**config.mk**
```make
export PLATFORM = sky130hd
export DESIGN_NAME = local_map_box_slider_unit
export DESIGN_NICKNAME = d
export VERILOG_FILES = /design/src/rtl/core/lmbs_pkg.sv /design/src/rtl/core/local_map_box_slider_unit.sv /design/src/rtl/core/lmbs_front.sv /design/src/rtl/core/lmbs_queue.sv /design/src/rtl/core/lmbs_back.sv
export SDC_FILE = /design/constraint.sdc
export NUM_CORES = 2
export LEC_CHECK = 0
export BUFFER_PORTS_ARGS = -buffer_cell sky130_fd_sc_hd__buf_4
export CORE_MARGIN = 8
export CORE_UTILIZATION = 30
export CTS_BUF_LIST = sky130_fd_sc_hd__clkbuf_4
export DETAILED_ROUTE_END_ITERATION = 10
export PLACE_DENSITY = 0.54
export SYNTH_ARGS = -nofsm -noshare
export SYNTH_HDL_FRONTEND = slang
export SYNTH_HIERARCHICAL = 1
export SYNTH_SLANG_ARGS = --single-unit
```
**constraint.sdc**
```tcl
create_clock -name clk -period 32 [get_ports clk]
set_clock_uncertainty 0.2 [all_clocks]
set_input_delay 6.4 -clock clk [delete_from_list [all_inputs] [get_ports clk]]
set_output_delay 6.4 -clock clk [all_outputs]
set_load 0.005 [all_outputs]
```
**src/rtl/core/lmbs_pkg.sv**
```systemverilog
// Types and constants of the local map box slider.
package lmbs_pkg;

	typedef struct packed {
		logic signed [31:0] pos_x;
		logic signed [31:0] pos_y;
		logic signed [31:0] pos_z;
	} pose_t;

	typedef enum logic [1:0] {
		KIND_INIT = 2'd0,
		KIND_STAY = 2'd1,
		KIND_BOX  = 2'd2
	} kind_t;

	typedef struct packed {
		kind_t              kind;
		logic signed [31:0] box_min_x;
		logic signed [31:0] box_min_y;
		logic signed [31:0] box_min_z;
		logic signed [31:0] box_max_x;
		logic signed [31:0] box_max_y;
		logic signed [31:0] box_max_z;
		logic               last;
	} result_t;

	typedef struct packed {
		pose_t pose;
		logic  first;
	} entry_t;

	typedef struct packed {
		logic [19:0] edge_len;
		logic [19:0] sense_range;
		logic [10:0] move_ratio;
	} cfg_t;

	typedef enum logic [1:0] {
		CFG_CUBE_LEN   = 2'd0,
		CFG_DET_RANGE  = 2'd1,
		CFG_MOVE_RATIO = 2'd2
	} cfg_idx_t;

	typedef enum logic [3:0] {
		ST_IDLE,
		ST_INIT,
		ST_DIST,
		ST_NEAR,
		ST_STAY,
		ST_RND,
		ST_MUL,
		ST_MOV,
		ST_EMIT
	} state_t;

	localparam logic [19:0] CUBE_LEN_RST   = 20'd1024000;
	localparam logic [19:0] DET_RANGE_RST  = 20'd102400;
	localparam logic [10:0] MOVE_RATIO_RST = 11'd384;

	localparam int QUEUE_DEPTH = 2;
	localparam int QUEUE_PTR_W = $clog2(QUEUE_DEPTH);
	localparam int QUEUE_CNT_W = $clog2(QUEUE_DEPTH + 1);

	localparam int TQ_W        = 31;
	localparam int TQ_SHIFT    = 8;
	localparam int AB_W        = 38;
	localparam int A_SCALE     = 2304;
	localparam int A_TQ_SCALE  = 18;
	localparam int B_TQ_SCALE  = 20;
	localparam int B_D_SCALE   = 5120;
	localparam int ROUND_HALF  = 2560;
	localparam int RND_SHIFT   = 10;
	localparam int MOV_W       = AB_W - RND_SHIFT;
	localparam int U_W         = 30;
	localparam logic [U_W-1:0] DIV_BIAS = 30'd335544320;
	localparam logic [U_W-1:0] RECIP5   = 30'd858993460;
	localparam int RECIP_SHIFT = 32;
	localparam logic [MOV_W-1:0] MOV_BIAS = 28'd67108864;

endpackage

```
**src/rtl/core/local_map_box_slider_unit.sv**
```systemverilog
// Top level of the local map box slider.
//
// The block keeps a local map cube around a moving lidar. Each transfer on the
// pose channel carries the lidar position in 1/1024 m units. The first pose
// after reset places the cube and yields one item of kind init. Each later
// pose yields one item of kind stay when no face is near, or one box item per
// axis that must shift, in x, y, z order, with last set on the final one.
// The cfg channel is always ready; the user is to write registers only while
// idle, which the block does not enforce. The back part works on one pose at
// a time: init places the cube; dist, near, stay keep it; dist, near, rnd,
// mul, mov, then emit once per box, shift it. A two-entry queue keeps the pose
// channel ready while the back part is busy, so that the first poses enter
// at once. Results sit in an output register; while the receiver stalls the
// back part holds its work and the queue fills, then pose_ready drops.
// Reset empties the queue and the output register, restores the register
// defaults and forgets the cube, so the next pose places it again.
module local_map_box_slider_unit #(
	parameter int COORD_BITS = 32
) (
	input  logic                clk,
	input  logic                arst_n,
	input  logic                pose_valid,
	output logic                pose_ready,
	input  lmbs_pkg::pose_t     pose,
	output logic                result_valid,
	input  logic                result_ready,
	output lmbs_pkg::result_t   result,
	input  logic                cfg_valid,
	output logic                cfg_ready,
	input  logic [1:0]          cfg_index,
	input  logic [19:0]         cfg_data
);

	lmbs_pkg::cfg_t   cfg_q;
	lmbs_pkg::entry_t push_item;
	lmbs_pkg::entry_t head;
	logic             push;
	logic             full;
	logic             pop;
	logic             nempty;

	assign cfg_ready = 1'b1;

	always_ff @(posedge clk or negedge arst_n) begin
		if (!arst_n) begin
			cfg_q.edge_len    <= lmbs_pkg::CUBE_LEN_RST;
			cfg_q.sense_range <= lmbs_pkg::DET_RANGE_RST;
			cfg_q.move_ratio  <= lmbs_pkg::MOVE_RATIO_RST;
		end else if (cfg_valid && cfg_ready) begin
			case (lmbs_pkg::cfg_idx_t'(cfg_index))
				lmbs_pkg::CFG_CUBE_LEN:   cfg_q.edge_len    <= cfg_data;
				lmbs_pkg::CFG_DET_RANGE:  cfg_q.sense_range <= cfg_data;
				lmbs_pkg::CFG_MOVE_RATIO: cfg_q.move_ratio  <= cfg_data[10:0];
				default: begin
				end
			endcase
		end
	end

	lmbs_front u_front (
		.clk        (clk),
		.arst_n     (arst_n),
		.pose_valid (pose_valid),
		.pose_ready (pose_ready),
		.pose       (pose),
		.q_full     (full),
		.q_push     (push),
		.q_item     (push_item)
	);

	lmbs_queue u_queue (
		.clk       (clk),
		.arst_n    (arst_n),
		.push      (push),
		.push_item (push_item),
		.full      (full),
		.pop       (pop),
		.nempty    (nempty),
		.head      (head)
	);

	lmbs_back #(
		.COORD_BITS (COORD_BITS)
	) u_back (
		.clk          (clk),
		.arst_n       (arst_n),
		.cfg          (cfg_q),
		.q_nempty     (nempty),
		.q_head       (head),
		.q_pop        (pop),
		.result_valid (result_valid),
		.result_ready (result_ready),
		.result       (result)
	);

endmodule

```
**src/rtl/core/lmbs_front.sv**
```systemverilog
// Front part: takes pose transfers and tags the one that places the cube.
module lmbs_front (
	input  logic                clk,
	input  logic                arst_n,
	input  logic                pose_valid,
	output logic                pose_ready,
	input  lmbs_pkg::pose_t     pose,
	input  logic                q_full,
	output logic                q_push,
	output lmbs_pkg::entry_t    q_item
);

	logic seen_q;

	assign pose_ready   = !q_full;
	assign q_push       = pose_valid && pose_ready;
	assign q_item.pose  = pose;
	assign q_item.first = !seen_q;

	always_ff @(posedge clk or negedge arst_n) begin
		if (!arst_n) begin
			seen_q <= 1'b0;
		end else if (q_push) begin
			seen_q <= 1'b1;
		end
	end

endmodule

```
**src/rtl/core/lmbs_queue.sv**
```systemverilog
// Short queue of tagged poses between the front and the back part.
module lmbs_queue (
	input  logic                clk,
	input  logic                arst_n,
	input  logic                push,
	input  lmbs_pkg::entry_t    push_item,
	output logic                full,
	input  logic                pop,
	output logic                nempty,
	output lmbs_pkg::entry_t    head
);

	localparam int QD = lmbs_pkg::QUEUE_DEPTH;
	localparam int PW = lmbs_pkg::QUEUE_PTR_W;
	localparam int CW = lmbs_pkg::QUEUE_CNT_W;

	lmbs_pkg::entry_t mem_q [QD];
	logic [PW-1:0]    wr_ptr_q;
	logic [PW-1:0]    rd_ptr_q;
	logic [CW-1:0]    count_q;

	assign full   = (count_q == CW'(QD));
	assign nempty = (count_q != '0);
	assign head   = mem_q[rd_ptr_q];

	always_ff @(posedge clk) begin
		if (push) begin
			mem_q[wr_ptr_q] <= push_item;
		end
	end

	always_ff @(posedge clk or negedge arst_n) begin
		if (!arst_n) begin
			wr_ptr_q <= '0;
			rd_ptr_q <= '0;
			count_q  <= '0;
		end else begin
			if (push) begin
				wr_ptr_q <= (wr_ptr_q == PW'(QD - 1)) ? '0 : wr_ptr_q + 1'b1;
			end
			if (pop) begin
				rd_ptr_q <= (rd_ptr_q == PW'(QD - 1)) ? '0 : rd_ptr_q + 1'b1;
			end
			if (push && !pop) begin
				count_q <= count_q + 1'b1;
			end else if (pop && !push) begin
				count_q <= count_q - 1'b1;
			end
		end
	end

endmodule

```
**src/rtl/core/lmbs_back.sv**
```systemverilog
// Back part: keeps the cube, decides the shift and emits result items.
module lmbs_back #(
	parameter int COORD_BITS = 32
) (
	input  logic                clk,
	input  logic                arst_n,
	input  lmbs_pkg::cfg_t      cfg,
	input  logic                q_nempty,
	input  lmbs_pkg::entry_t    q_head,
	output logic                q_pop,
	output logic                result_valid,
	input  logic                result_ready,
	output lmbs_pkg::result_t   result
);

	localparam int C  = COORD_BITS;
	localparam int W  = ((C > 32) ? C : 32) + 2;
	localparam int AW = lmbs_pkg::AB_W;
	localparam int MW = lmbs_pkg::MOV_W;
	localparam int UW = lmbs_pkg::U_W;
	localparam int TW = lmbs_pkg::TQ_W;

	localparam logic signed [W-1:0] C_MAX = {{(W - C + 1){1'b0}}, {(C - 1){1'b1}}};
	localparam logic signed [W-1:0] C_MIN = {{(W - C + 1){1'b1}}, {(C - 1){1'b0}}};
	localparam logic signed [W-1:0] O_MAX = {{(W - 31){1'b0}}, {31{1'b1}}};
	localparam logic signed [W-1:0] O_MIN = {{(W - 31){1'b1}}, {31{1'b0}}};

	function automatic logic signed [C-1:0] sat_c(input logic signed [W-1:0] v);
		logic signed [C-1:0] r;
		if (v > C_MAX) begin
			r = C_MAX[C-1:0];
		end else if (v < C_MIN) begin
			r = C_MIN[C-1:0];
		end else begin
			r = v[C-1:0];
		end
		return r;
	endfunction

	function automatic logic signed [W-1:0] ext_c(input logic signed [C-1:0] v);
		return {{(W - C){v[C-1]}}, v};
	endfunction

	function automatic logic signed [W-1:0] ext_p(input logic signed [31:0] v);
		return {{(W - 32){v[31]}}, v};
	endfunction

	function automatic logic signed [31:0] sat_o(input logic signed [C-1:0] v);
		logic signed [W-1:0] e;
		logic signed [31:0]  r;
		e = ext_c(v);
		if (e > O_MAX) begin
			r = O_MAX[31:0];
		end else if (e < O_MIN) begin
			r = O_MIN[31:0];
		end else begin
			r = e[31:0];
		end
		return r;
	endfunction

	function automatic logic [W-1:0] abs_w(input logic signed [W-1:0] v);
		return v[W-1] ? W'(-v) : W'(v);
	endfunction

	lmbs_pkg::state_t    st_q, st_d;
	lmbs_pkg::pose_t     pos_q;
	logic signed [C-1:0] cube_min_q [3];
	logic signed [C-1:0] cube_max_q [3];
	logic signed [C-1:0] old_min_q [3];
	logic signed [C-1:0] old_max_q [3];
	logic signed [W-1:0] diff_lo_q [3];
	logic signed [W-1:0] diff_hi_q [3];
	logic [TW-1:0]       tq_q;
	logic [2:0]          near_lo_q;
	logic [2:0]          pend_q;
	logic [AW-1:0]       a_q;
	logic [AW-1:0]       b_q;
	logic [UW-1:0]       u_q;
	logic [2*UW-1:0]     prod_q;
	logic [MW-1:0]       mov_q;
	lmbs_pkg::result_t   res_q, res_d;
	logic                res_valid_q;
	logic                res_load;

	logic signed [31:0]  pos_a [3];
	logic signed [C-1:0] init_min [3];
	logic signed [C-1:0] init_max [3];
	logic [2:0]          near_lo_c;
	logic [2:0]          near_hi_c;
	logic [W-1:0]        thr;
	logic                slot_free;
	logic [1:0]          sel;
	logic [2:0]          pend_next;
	logic signed [W-1:0] half;
	logic signed [W-1:0] mov_w;
	logic signed [W-1:0] step;
	logic signed [C-1:0] new_min;
	logic signed [C-1:0] new_max;
	logic signed [31:0]  bmin [3];
	logic signed [31:0]  bmax [3];
	logic [AW-1:0]       a_d;
	logic [AW-1:0]       b_d;
	logic [AW-1:0]       mx;
	logic [AW-1:0]       rnd;
	logic [MW-1:0]       q_div;
	logic [UW-1:0]       u_d;

	assign pos_a[0] = pos_q.pos_x;
	assign pos_a[1] = pos_q.pos_y;
	assign pos_a[2] = pos_q.pos_z;

	assign slot_free    = !res_valid_q || result_ready;
	assign result_valid = res_valid_q;
	assign result       = res_q;

	assign half = {{(W - 19){1'b0}}, cfg.edge_len[19:1]};
	assign thr  = {{(W - TW + lmbs_pkg::TQ_SHIFT){1'b0}}, tq_q[TW-1:lmbs_pkg::TQ_SHIFT]};

	always_comb begin
		for (int i = 0; i < 3; i++) begin
			init_min[i]  = sat_c(ext_p(pos_a[i]) - half);
			init_max[i]  = sat_c(ext_p(pos_a[i]) + half);
			near_lo_c[i] = (abs_w(diff_lo_q[i]) <= thr);
			near_hi_c[i] = (abs_w(diff_hi_q[i]) <= thr);
		end
	end

	assign a_d = AW'(cfg.edge_len) * AW'(lmbs_pkg::A_SCALE)
		- AW'(tq_q) * AW'(lmbs_pkg::A_TQ_SCALE);
	assign b_d = AW'(tq_q) * AW'(lmbs_pkg::B_TQ_SCALE)
		- AW'(cfg.sense_range) * AW'(lmbs_pkg::B_D_SCALE);

	assign mx    = ($signed(a_q) > $signed(b_q)) ? a_q : b_q;
	assign rnd   = mx + AW'(lmbs_pkg::ROUND_HALF);
	assign q_div = rnd[AW-1:lmbs_pkg::RND_SHIFT];
	assign u_d   = {{(UW - MW){q_div[MW-1]}}, q_div} + lmbs_pkg::DIV_BIAS;

	// The lowest pending axis goes first, so boxes leave in x, y, z order.
	always_comb begin
		if (pend_q[0]) begin
			sel = 2'd0;
		end else if (pend_q[1]) begin
			sel = 2'd1;
		end else begin
			sel = 2'd2;
		end
		pend_next = pend_q & ~(3'b001 << sel);
	end

	assign mov_w   = {{(W - MW){mov_q[MW-1]}}, mov_q};
	assign step    = near_lo_q[sel] ? -mov_w : mov_w;
	assign new_min = sat_c(ext_c(cube_min_q[sel]) + step);
	assign new_max = sat_c(ext_c(cube_max_q[sel]) + step);

	always_comb begin
		for (int i = 0; i < 3; i++) begin
			bmin[i] = sat_o(old_min_q[i]);
			bmax[i] = sat_o(old_max_q[i]);
		end
		if (near_lo_q[sel]) begin
			bmin[sel] = sat_o(new_max);
		end else begin
			bmax[sel] = sat_o(new_min);
		end
	end

	always_comb begin
		st_d     = st_q;
		q_pop    = 1'b0;
		res_load = 1'b0;
		res_d    = '0;
		case (st_q)
			lmbs_pkg::ST_IDLE: begin
				if (q_nempty) begin
					q_pop = 1'b1;
					st_d  = q_head.first ? lmbs_pkg::ST_INIT : lmbs_pkg::ST_DIST;
				end
			end
			lmbs_pkg::ST_INIT: begin
				res_d.kind = lmbs_pkg::KIND_INIT;
				res_d.last = 1'b1;
				if (slot_free) begin
					res_load = 1'b1;
					st_d     = lmbs_pkg::ST_IDLE;
				end
			end
			lmbs_pkg::ST_DIST: begin
				st_d = lmbs_pkg::ST_NEAR;
			end
			lmbs_pkg::ST_NEAR: begin
				st_d = (|(near_lo_c | near_hi_c)) ? lmbs_pkg::ST_RND : lmbs_pkg::ST_STAY;
			end
			lmbs_pkg::ST_STAY: begin
				res_d.kind = lmbs_pkg::KIND_STAY;
				res_d.last = 1'b1;
				if (slot_free) begin
					res_load = 1'b1;
					st_d     = lmbs_pkg::ST_IDLE;
				end
			end
			lmbs_pkg::ST_RND: begin
				st_d = lmbs_pkg::ST_MUL;
			end
			lmbs_pkg::ST_MUL: begin
				st_d = lmbs_pkg::ST_MOV;
			end
			lmbs_pkg::ST_MOV: begin
				st_d = lmbs_pkg::ST_EMIT;
			end
			lmbs_pkg::ST_EMIT: begin
				res_d.kind      = lmbs_pkg::KIND_BOX;
				res_d.box_min_x = bmin[0];
				res_d.box_min_y = bmin[1];
				res_d.box_min_z = bmin[2];
				res_d.box_max_x = bmax[0];
				res_d.box_max_y = bmax[1];
				res_d.box_max_z = bmax[2];
				res_d.last      = (pend_next == 3'b000);
				if (slot_free) begin
					res_load = 1'b1;
					if (pend_next == 3'b000) begin
						st_d = lmbs_pkg::ST_IDLE;
					end
				end
			end
			default: begin
				st_d = lmbs_pkg::ST_IDLE;
			end
		endcase
	end

	always_ff @(posedge clk or negedge arst_n) begin
		if (!arst_n) begin
			st_q        <= lmbs_pkg::ST_IDLE;
			res_valid_q <= 1'b0;
		end else begin
			st_q <= st_d;
			if (res_load) begin
				res_valid_q <= 1'b1;
			end else if (result_ready) begin
				res_valid_q <= 1'b0;
			end
		end
	end

	always_ff @(posedge clk) begin
		if (res_load) begin
			res_q <= res_d;
		end
		case (st_q)
			lmbs_pkg::ST_IDLE: begin
				if (q_pop) begin
					pos_q <= q_head.pose;
				end
			end
			lmbs_pkg::ST_INIT: begin
				if (res_load) begin
					for (int i = 0; i < 3; i++) begin
						cube_min_q[i] <= init_min[i];
						cube_max_q[i] <= init_max[i];
					end
				end
			end
			lmbs_pkg::ST_DIST: begin
				tq_q <= TW'(cfg.move_ratio) * TW'(cfg.sense_range);
				for (int i = 0; i < 3; i++) begin
					diff_lo_q[i] <= ext_p(pos_a[i]) - ext_c(cube_min_q[i]);
					diff_hi_q[i] <= ext_p(pos_a[i]) - ext_c(cube_max_q[i]);
				end
			end
			lmbs_pkg::ST_NEAR: begin
				near_lo_q <= near_lo_c;
				pend_q    <= near_lo_c | near_hi_c;
				a_q       <= a_d;
				b_q       <= b_d;
			end
			lmbs_pkg::ST_RND: begin
				u_q <= u_d;
			end
			lmbs_pkg::ST_MUL: begin
				prod_q <= (2 * UW)'(u_q) * (2 * UW)'(lmbs_pkg::RECIP5);
			end
			lmbs_pkg::ST_MOV: begin
				mov_q <= prod_q[lmbs_pkg::RECIP_SHIFT +: MW] - lmbs_pkg::MOV_BIAS;
				for (int i = 0; i < 3; i++) begin
					old_min_q[i] <= cube_min_q[i];
					old_max_q[i] <= cube_max_q[i];
				end
			end
			lmbs_pkg::ST_EMIT: begin
				if (res_load) begin
					cube_min_q[sel] <= new_min;
					cube_max_q[sel] <= new_max;
					pend_q          <= pend_next;
				end
			end
			default: begin
			end
		endcase
	end

endmodule

```
==> flow_metrics.env <==
export IMPL_synth_edf_count=1259
export IMPL_place_gp_congestion=0.9781
export IMPL_cts_htree_levels=5
export IMPL_setup_worst_path_class="flip-flop to output port"
export IMPL_die_area_sq_um=370200
export IMPL_dr_wl_met2_um=168300
export IMPL_hpwl_um=317200
export IMPL_rows=217
export IMPL_synth_seq_cells=1320
export IMPL_tns_ns=0
export IMPL_cts_root_buffer="clkbuf_4"
export IMPL_async_flop_share_pct=4.621
export IMPL_synthDistinctLibCells=107
export IMPL_endpoint_kind="output port"
export IMPL_cts_setup_buffers=0
export IMPL_fmax_mhz=108.3
export IMPL_rsz0062_at_grt="no"
export IMPL_core_sq_um=349400
export IMPL_synth_top_area_cell="edfxtp_1"
export IMPL_post_route_period_util_pct=28.86
export IMPL_detail_route_first_pass_iterations=6
export IMPL_setup_ws_ns=22.76
export IMPL_status="finished clean"
export IMPL_reg2reg_depth=19
export IMPL_r2r_start="u_back/pend_q[0]$_DFFE_PP_"
export IMPL_period_needed_ns=9.237
export IMPL_die_w_um=608.5
export IMPL_slew_viol_final=0
export IMPL_io_pins=321
export IMPL_crit_path_cell_trace="nor2b_1, inv_1, buf_4"
export IMPL_cts_made_buffers=375
export IMPL_drive_gt1_share_pct=12.37
export IMPL_tritoncts="built"
export IMPL_cp_max_fo=4
export IMPL_grt_pass1_vias=79170
export IMPL_synth_cells=10165
export IMPL_worstPathArrival_ns=2.64
export IMPL_syn_avg_cell_area_sq_um=10.36
export IMPL_synth_ff_type="edfxtp_1"
export IMPL_met3_wirelength_um=39430
export IMPL_via_per_inst=5.234
export IMPL_synth_net_count=11923
export IMPL_cp_slowest_stage_delay_ns=0.60
export IMPL_grt_ovfl_total=0
export IMPL_tightest_slew_ns=1.361
export IMPL_synth_top_area_share_pct=35.90
export IMPL_start_kind="flip-flop"
export IMPL_hp_start="u_back/prod_q[40]$_DFFE_PN_"
export IMPL_io_buffers=319
export IMPL_synth_area_leaders="edfxtp_1 36%, ha_1 14%, fa_1 9.3%"
export IMPL_clk_path_buf_depth=4
export IMPL_maxCapViolCount=0
export IMPL_whs_path_depth=0
export IMPL_start_util_pct=30.14
export IMPL_wl_met1_um=167600
export IMPL_wl_per_cell_um=25.36
export IMPL_antenna_found_initial=52
export IMPL_mostFrequentLayoutCells="1259 x edfxtp_1, 1158 x inv_1, 1145 x ha_1"
export IMPL_grt_max_degree=160
export IMPL_ff2ff_setup_slack_ns=23.28
export IMPL_min_to="u_back/mov_q[8]$_DFFE_PP_"
export IMPL_final_hold_violation_count=0
export IMPL_clk_latency_ns=1.46
export IMPL_cts_hold_buf=0
export IMPL_cp_required_ns=25.40
export IMPL_vias=81324
export IMPL_hold_path_class="flip-flop to flip-flop"
export IMPL_cts_resized=0
export IMPL_syn_to_final_growth_pct=11.67
export IMPL_r2r_end="u_back/result[85]$_SDFFCE_PN0P_"
export IMPL_clk_pin_slew_ns=0.07
export IMPL_ant_nets=0
export IMPL_syn_area_sq_um=105300
export IMPL_drcViolationCount=0
export IMPL_max_slew_margin_pct=8.337
export IMPL_yosys_warnings=6
export IMPL_clock_sinks=1320
export IMPL_first_iter_violations=8351
export IMPL_grt_usage_pct=20.34
export IMPL_cp_slowest_cell="nor2b_1"
export IMPL_ys_seq_area_share_pct=37.36
export IMPL_die_y_um=608.5
export IMPL_grt_pass1_wl_um=552600
export IMPL_post_place_ws_ns=22.42
export IMPL_setup_violations_final=0
export IMPL_nNetsFinal=12379
export IMPL_routed_wl_um=394100
export IMPL_final_common_cell="edfxtp_1"
export IMPL_dr_max_layer_used="met5"
## worst max path at each step
stage                                         from                          endpoint  slack, ns  cells after the start
finish              u_queue/count_q[0]$_DFFE_PN0P_                        pose_ready      22.76                      3
CTS                 u_queue/count_q[0]$_DFFE_PN0P_                        pose_ready      22.51                      3
global route        u_queue/count_q[0]$_DFFE_PN0P_                        pose_ready      22.65                      3
floorplan               u_back/st_q[0]$_DFFE_PN0P_  u_back/diff_hi_q[0][0]$_DFFE_PP_      14.59                      3
global placement                        pose_valid    u_queue/mem_q[0][83]$_DFFE_PP_      22.43                      5
detailed placement                      pose_valid    u_queue/mem_q[0][83]$_DFFE_PP_      22.42                      5
## synthesized netlist by cell type (all sizes together) (31+ instances only)
library cell	count
edfxtp	1259
inv	1159
ha	1145
a21oi	713
nand2	611
nor2	568
xnor2	555
o21ai	525
fa	490
a21o	225
clkbuf	219
xor2	201
nand3	185
nor3	169
buf	168
mux2	156
and2	149
a211oi	137
nand2b	117
o21a	108
a31oi	106
nor2b	97
mux2i	93
o31ai	86
or3	85
nand4	82
o21bai	60
and3	56
a22oi	55
dfrtp	50
o211ai	50
or2	47
nor4	40
o41ai	35
or4	34
a21boi	31
## state kept, by name, indices dropped and copies added (netlist names), 96 cells and up
name and count:
u_queue/mem_q 194, u_back/diff_hi_q 99, u_back/old_max_q 96, u_back/old_min_q 96, u_back/cube_max_q 96, u_back/cube_min_q 96
u_back/result 195, u_back/diff_lo_q 99, u_back/pos_a 96
## cell families after synthesis
family                     share of synthesized area, %
AOI/OAI and AO/OA                                 14.03
and+or+nand+nor                                   10.77
adders and majority gates                         22.93
buffers and inverters                             5.997
DFF                                               37.36
xor gates and xnor gates                          6.288
muxes                                             2.624
other                                          0.003561
## routing by layer
layer	global-route usage (%)	vias to the layer above
met1	27.49	39885
met4	8.814	34
met5	0	-
met3	4.928	676
met2	30.92	3431
li1	-	37298
## layout make-up
cell class / instances / area, sq um
clock inverters: 135 / 723.2
clock buffers: 537 / 4031
well taps: 4599 / 5754
repair buffers: 466 / 3523
diodes: 22 / 55.05
inverters: 1159 / 4350
multi-input cells: 7299 / 59810
fillers: 35758 / 231800
flip-flops and latches: 1320 / 39350
## per-stage QoR
step	utilization [%]	hold slack (ns)	std cells	instance area, sq um
after floorplan	-	0.2003	10165	105300
after global placement	32.28	0.2035	14843	112800
after detailed placement	32.28	0.2062	14843	112800
after CTS	33.64	0.1722	15515	117500
after global routing	33.64	0.1848	15521	117600
final	33.65	0.1805	15537	117600
## critical path, delay by kind of cell, from the launching register on
family / cells / cell delay, ns
buffers and inverters: 2 / 0.25
flip-flops: 1 / 0.43
AND/OR/NAND/NOR: 1 / 0.60
Power is left out: the tool's default activity adds up to more than one toggle a clock period on the data nets, which glitch-free logic cannot reach.
